### config.mk
export PLATFORM = sky130hd
export DESIGN_NAME = alte_cell
export DESIGN_NICKNAME = d
export VERILOG_FILES = /design/src/rtl/alte_pkg.sv /design/src/rtl/alte_cell.sv
export SDC_FILE = /design/constraint.sdc
export NUM_CORES = 1
export LEC_CHECK = 0
export ABC_AREA = 1
export BUFFER_PORTS_ARGS = -buffer_cell sky130_fd_sc_hd__buf_2
export CELL_PAD_IN_SITES_DETAIL_PLACEMENT = 1
export CELL_PAD_IN_SITES_GLOBAL_PLACEMENT = 1
export CORE_AREA = 2 2 107 83
export DETAILED_ROUTE_END_ITERATION = 7
export DIE_AREA = 0 0 109 85
export HOLD_SLACK_MARGIN = 0.05
export PLACE_DENSITY = 0.83
export SETUP_SLACK_MARGIN = 0.05
export SLEW_MARGIN = 20
export SYNTH_ARGS = -nofsm -noshare
export SYNTH_HDL_FRONTEND = slang
export SYNTH_SLANG_ARGS = --single-unit
### constraint.sdc
create_clock -name clk_i -period 6.85 [get_ports clk_i]
set_input_delay 0.685 -clock clk_i [delete_from_list [all_inputs] [get_ports clk_i]]
set_output_delay 0.685 -clock clk_i [all_outputs]
set_load 0.02 [all_outputs]
### src/rtl/alte_pkg.sv
// ----------------------------------------------------------------------------
// alte_pkg
// shared types, codes and sizes of the array list engine
// ----------------------------------------------------------------------------
`default_nettype none

package alte_pkg;

  // fixed field widths
  localparam int unsigned DataW   = 32;
  localparam int unsigned OpW     = 3;
  localparam int unsigned CntW    = 8;
  localparam int unsigned RunW    = 8;
  localparam int unsigned RunStepW = 3;   // bits that address one bit of a run count
  localparam int unsigned StatusW = 2;
  localparam int unsigned IndexW  = 7;

  // defaults
  localparam int unsigned DefDepth   = 128;
  localparam logic [CntW-1:0] CapReset = 8'd100;

  // request codes
  localparam logic [OpW-1:0] OP_APPEND = 3'd0;
  localparam logic [OpW-1:0] OP_INSERT = 3'd1;
  localparam logic [OpW-1:0] OP_SORTED = 3'd2;
  localparam logic [OpW-1:0] OP_FIND   = 3'd3;
  localparam logic [OpW-1:0] OP_REMOVE = 3'd4;
  localparam logic [OpW-1:0] OP_RUN    = 3'd5;

  // result status codes
  localparam logic [StatusW-1:0] ST_OK      = 2'd0;
  localparam logic [StatusW-1:0] ST_FULL    = 2'd1;
  localparam logic [StatusW-1:0] ST_MISSING = 2'd2;
  localparam logic [StatusW-1:0] ST_BAD     = 2'd3;

  // command broadcast to every cell
  typedef enum logic [2:0] {
    CMD_HOLD,
    CMD_CMP,
    CMD_SCAN,
    CMD_INS,
    CMD_DEL
  } cell_cmd_e;

  typedef struct packed {
    cell_cmd_e               cmd;
    logic                    sorted;
    logic signed [DataW-1:0] value;
    logic [CntW-1:0]         count;
    logic [CntW-1:0]         at;
  } cell_ctrl_t;

endpackage

`default_nettype wire

### src/rtl/alte_cell.sv
// ----------------------------------------------------------------------------
// alte_cell
// one list entry with its compare flag and first-hit scan register
// ----------------------------------------------------------------------------
`default_nettype none

module alte_cell import alte_pkg::*; #(
  parameter int unsigned Index = 0,
  parameter int unsigned IdxW  = 7
) (
  input  wire                          clk_i,
  input  wire cell_ctrl_t              ctrl_i,
  input  wire logic signed [DataW-1:0] left_data_i,
  input  wire logic signed [DataW-1:0] far_data_i,
  input  wire logic                    part_found_i,
  input  wire logic [IdxW-1:0]         part_pos_i,
  output logic signed [DataW-1:0]      data_o,
  output logic                         found_o,
  output logic [IdxW-1:0]              pos_o
);

  logic signed [DataW-1:0] data_q, data_d;
  logic                    found_q, found_d;
  logic [IdxW-1:0]         pos_q, pos_d;
  logic                    in_list;
  logic                    hit;

  assign in_list = 32'(ctrl_i.count) > Index;
  assign hit     = in_list && (ctrl_i.sorted ? (data_q >= ctrl_i.value)
                                             : (data_q == ctrl_i.value));

  always_comb begin
    data_d  = data_q;
    found_d = found_q;
    pos_d   = pos_q;
    unique case (ctrl_i.cmd)
      CMD_CMP: begin
        found_d = hit;
        pos_d   = IdxW'(Index);
      end
      CMD_SCAN: begin
        // earlier segment wins
        if (part_found_i) begin
          found_d = 1'b1;
          pos_d   = part_pos_i;
        end
      end
      CMD_INS: begin
        if (32'(ctrl_i.at) < Index) begin
          data_d = left_data_i;
        end else if (32'(ctrl_i.at) == Index) begin
          data_d = ctrl_i.value;
        end
      end
      CMD_DEL: begin
        if (32'(ctrl_i.at) <= Index) begin
          data_d = far_data_i;
        end
      end
      default: begin
      end
    endcase
  end

  always_ff @(posedge clk_i) begin
    data_q  <= data_d;
    found_q <= found_d;
    pos_q   <= pos_d;
  end

  assign data_o  = data_q;
  assign found_o = found_q;
  assign pos_o   = pos_q;

endmodule

`default_nettype wire

==> flow_metrics.py <==
metrics = {
    "power": {
        "p_int_w": 0.000421,
        "power_switching_share_pct": 24.2,
        "p_leak_nw": 1.76,
        "powerDensity_nw_per_um2": 160,
        "seqPwrFrac_pct": 49.5,
        "pwr-share-clk_pct": 35.3,
        "pwr-share-comb_pct": 15.3,
        "ir_worst_vdd_mv": 0.103,
        "power_switching_w": 0.000135,
    },
    "timing": {
        "setup_viol": 0,
        "rsz0062_at_grt": "no",
        "min_period_ns": 2.08,
        "setup_ws_ns": 4.77,
        "slew_violations": 0,
        "maxSlewHeadroom_pct": 43.0,
        "fmax_mhz": 481,
        "tightest_slew_ns": 0.849,
        "period_share_pct": 30.3,
        "finalSetupTns_ns": 0,
        "hold_viol": 0,
        "finalClockSkew_ns": 0.00662,
    },
    "routing": {
        "drc": 0,
        "antenna_left": 0,
        "num_vias": 2412,
        "drtIter0Drc": 44,
        "first_pass_iters": 4,
        "via_per_inst": 4.53,
        "wl_per_cell_um": 13.7,
        "finalWirelength_mm": 7.28,
    },
    "final_layout": {
        "regArea_um2": 1200,
        "drive_gt1_share_pct": 36.6,
        "nets": 580,
        "antenna_cells": 0,
        "multi_input_area_um2": 1150,
        "syn_to_final_growth_pct": 36.1,
        "fillers": 1035,
    },
    "floorplan": {
        "coreArea_um2": 8240,
        "io-pin-count": 165,
        "fp-row-count": 29,
        "die-height_um": 85,
        "die_w_um": 109,
        "start_util_pct": 31.0,
        "die-area_um2": 9270,
    },
    "critical_path": {
        "arrival_ns": 2.07,
        "cp-start-kind": "primary input",
        "path_cells": "buf_2 -> nor2_1 -> nand2_2 -> buf_4 -> a21oi_4 -> buf_16",
        "critPathMaxFanout": 64,
        "critPathSlowestCell": "a21oi_4",
        "cp.required_ns": 6.85,
        "slowest_delay_ns": 0.50,
        "worstSetupPathType": "primary input to flop",
        "critPathCaptureType": "flop",
    },
    "synthesis": {
        "synth_common_cells": "nor2_1 (47), a21oi_1 (45), nand2_1 (45), inv_1 (44), edfxtp_1 (40)",
        "synth_simple_gate_area_share_pct": 17.8,
        "async_reset_ff_share_pct": 0,
        "syn_area_um2": 2550,
        "muxShareOfSynthArea_pct": 0.441,
        "ys_types": 21,
        "syn_inst": 288,
        "yosysTopAreaCell": "edfxtp_1",
        "synth.yosys.seq_area_share_pct": 47.0,
        "synth_nets": 445,
        "syn_avg_cell_area_um2": 8.87,
        "yosysWarnings": 0,
        "synth_most_common_cell": "nor2_1",
        "ys.flop_type": "edfxtp_1",
        "synth_adder_area_share_pct": 15.7,
        "synth_top_area_share_pct": 47.0,
        "synth-compound-area-share_pct": 10.7,
        "synth_xor_area_share_pct": 0,
        "synth-edff-count": 40,
        "synth_area_leaders": "edfxtp_1 (47%), ha_1 (16%), a21oi_1 (8.8%), nor2_1 (6.9%), nand2_1 (6.6%)",
        "synth_top_family_by_area": "simple AND/OR/NAND/NOR gates",
        "synth_seq_cells": 40,
    },
    "clocking": {
        "clk_pin_slew_ns": 0.08,
        "htree_levels": 2,
        "cts_buffer_depth": 2,
        "cts_made_buffers": 5,
        "cts_tree": "done",
        "post_cts_resized": 0,
        "cts-root-buf": "clkbuf_8",
        "cts_setup_buffers": 0,
        "clkSinkCount": 40,
        "clock_latency_ns": 0.29,
        "hold_buffers": 0,
    },
    "place": {
        "dp_hpwl_mm": 5.92,
        "gp_congestion": 0.727,
        "portBuffers": 132,
        "dp_worst_setup_slack_ns": 4.11,
    },
    "worst_hold_path": {
        "hold_path_class": "primary input to flop",
    },
    "grt": {
        "grt_usage_pct": 16.0,
        "grt_pass1_vias": 2560,
        "grt_max_degree": 65,
        "busiest_layer": "met2",
        "grt_util_met1_pct": 19.6,
        "grtUsageMet2_pct": 28.9,
        "grt_antenna_before_repair": 0,
        "grt_pass1_wl_mm": 11.7,
        "use_met3_pct": 2.92,
        "overflow": 0,
    },
    "outcome": {
        "status": "finished, final reports clean",
    },
    "run": {
        "maxCapViolations": 0,
    },
}
registers in the layout, summed over array words and instances (netlist names):
name     cells
data_o      32
pos_o        7
found_o      1
metrics by stage:
stage | total power, W | instance area (µm²) | util [%] | instances | hold slack, ns
6_report | 0.000555 | 3480 | 42.2 | 532 | 0.683
5_1_grt | 0.000583 | 3480 | 42.2 | 532 | 0.682
4_1_cts | 0.000564 | 3450 | 41.9 | 531 | 0.668
3_5_place_dp | 0.000366 | 3340 | 40.6 | 523 | 0.980
3_3_place_gp | 0.000360 | 3340 | 40.6 | 523 | 0.941
2_1_floorplan | 0.000325 | 2550 | - | 288 | 0.886
cell type report:
type | count | area share [%]
clock inverter | 2 | 1.01
timing repair buffer | 134 | 20.0
clock buffer | 6 | 2.09
inverter | 49 | 5.29
multi-input combinational | 193 | 33.2
sequential | 40 | 34.6
tap | 108 | 3.89
layout by cell type (no fill, tap or decap), types with 5 or more instances in the layout:
cell type and instances:
buf_2 132, nor2_1 47, inv_1 44, nand2_1 44, ha_1 32, a21oi_1 44, edfxtp_1 40, clkbuf_8 5
nand3_1 5
worst max-delay path, delay by kind of cell:
kind	cells	cell delay, ns
AND/OR/NAND/NOR	2	0.19
AO/OA/AOI/OAI	1	0.50
buffers and inverters	3	0.67
power by group through the flow:
stage	clock network [W]	registers, W	logic, W
6_report	0.000196	0.000275	0.0000848
5_1_grt	0.000211	0.000275	0.0000976
4_1_cts	0.000203	0.000275	0.0000864
3_5_place_dp	0	0.000280	0.0000857
3_3_place_gp	0	0.000280	0.0000803
2_1_floorplan	0	0.000285	0.0000401
metal layers:
layer	vias up	part of all wire (%)	wire (µm)
li1	1225	-	-
met1	1105	43	3100
met2	76	51	3730
met3	6	5.0	361
met4	0	1.2	90
met5	-	0	0
path summary, 6_finish.rpt:
kind,slack (ns),end,cells past startpoint,from
worst max-delay path,4.77,data_o[1]$_DFFE_PP_,6,ctrl_i[49]
worst min register to register,0.99,found_o$_SDFFCE_PP1P_,7,data_o[31]$_DFFE_PP_
worst max register to register,4.94,found_o$_SDFFCE_PP1P_,14,data_o[13]$_DFFE_PP_
worst min-delay path,0.68,data_o[0]$_DFFE_PP_,2,far_data_i[0]
cell families after synthesis:
| family | count (synthesis) |
|---|---|
| muxes | 1 |
| and+or+nand+nor | 108 |
| DFF | 40 |
| AOI/OAI and AO/OA | 52 |
| adders and majority gates | 32 |
| buffers and inverters | 55 |
Note: power is estimated with default switching activity, not from simulation.
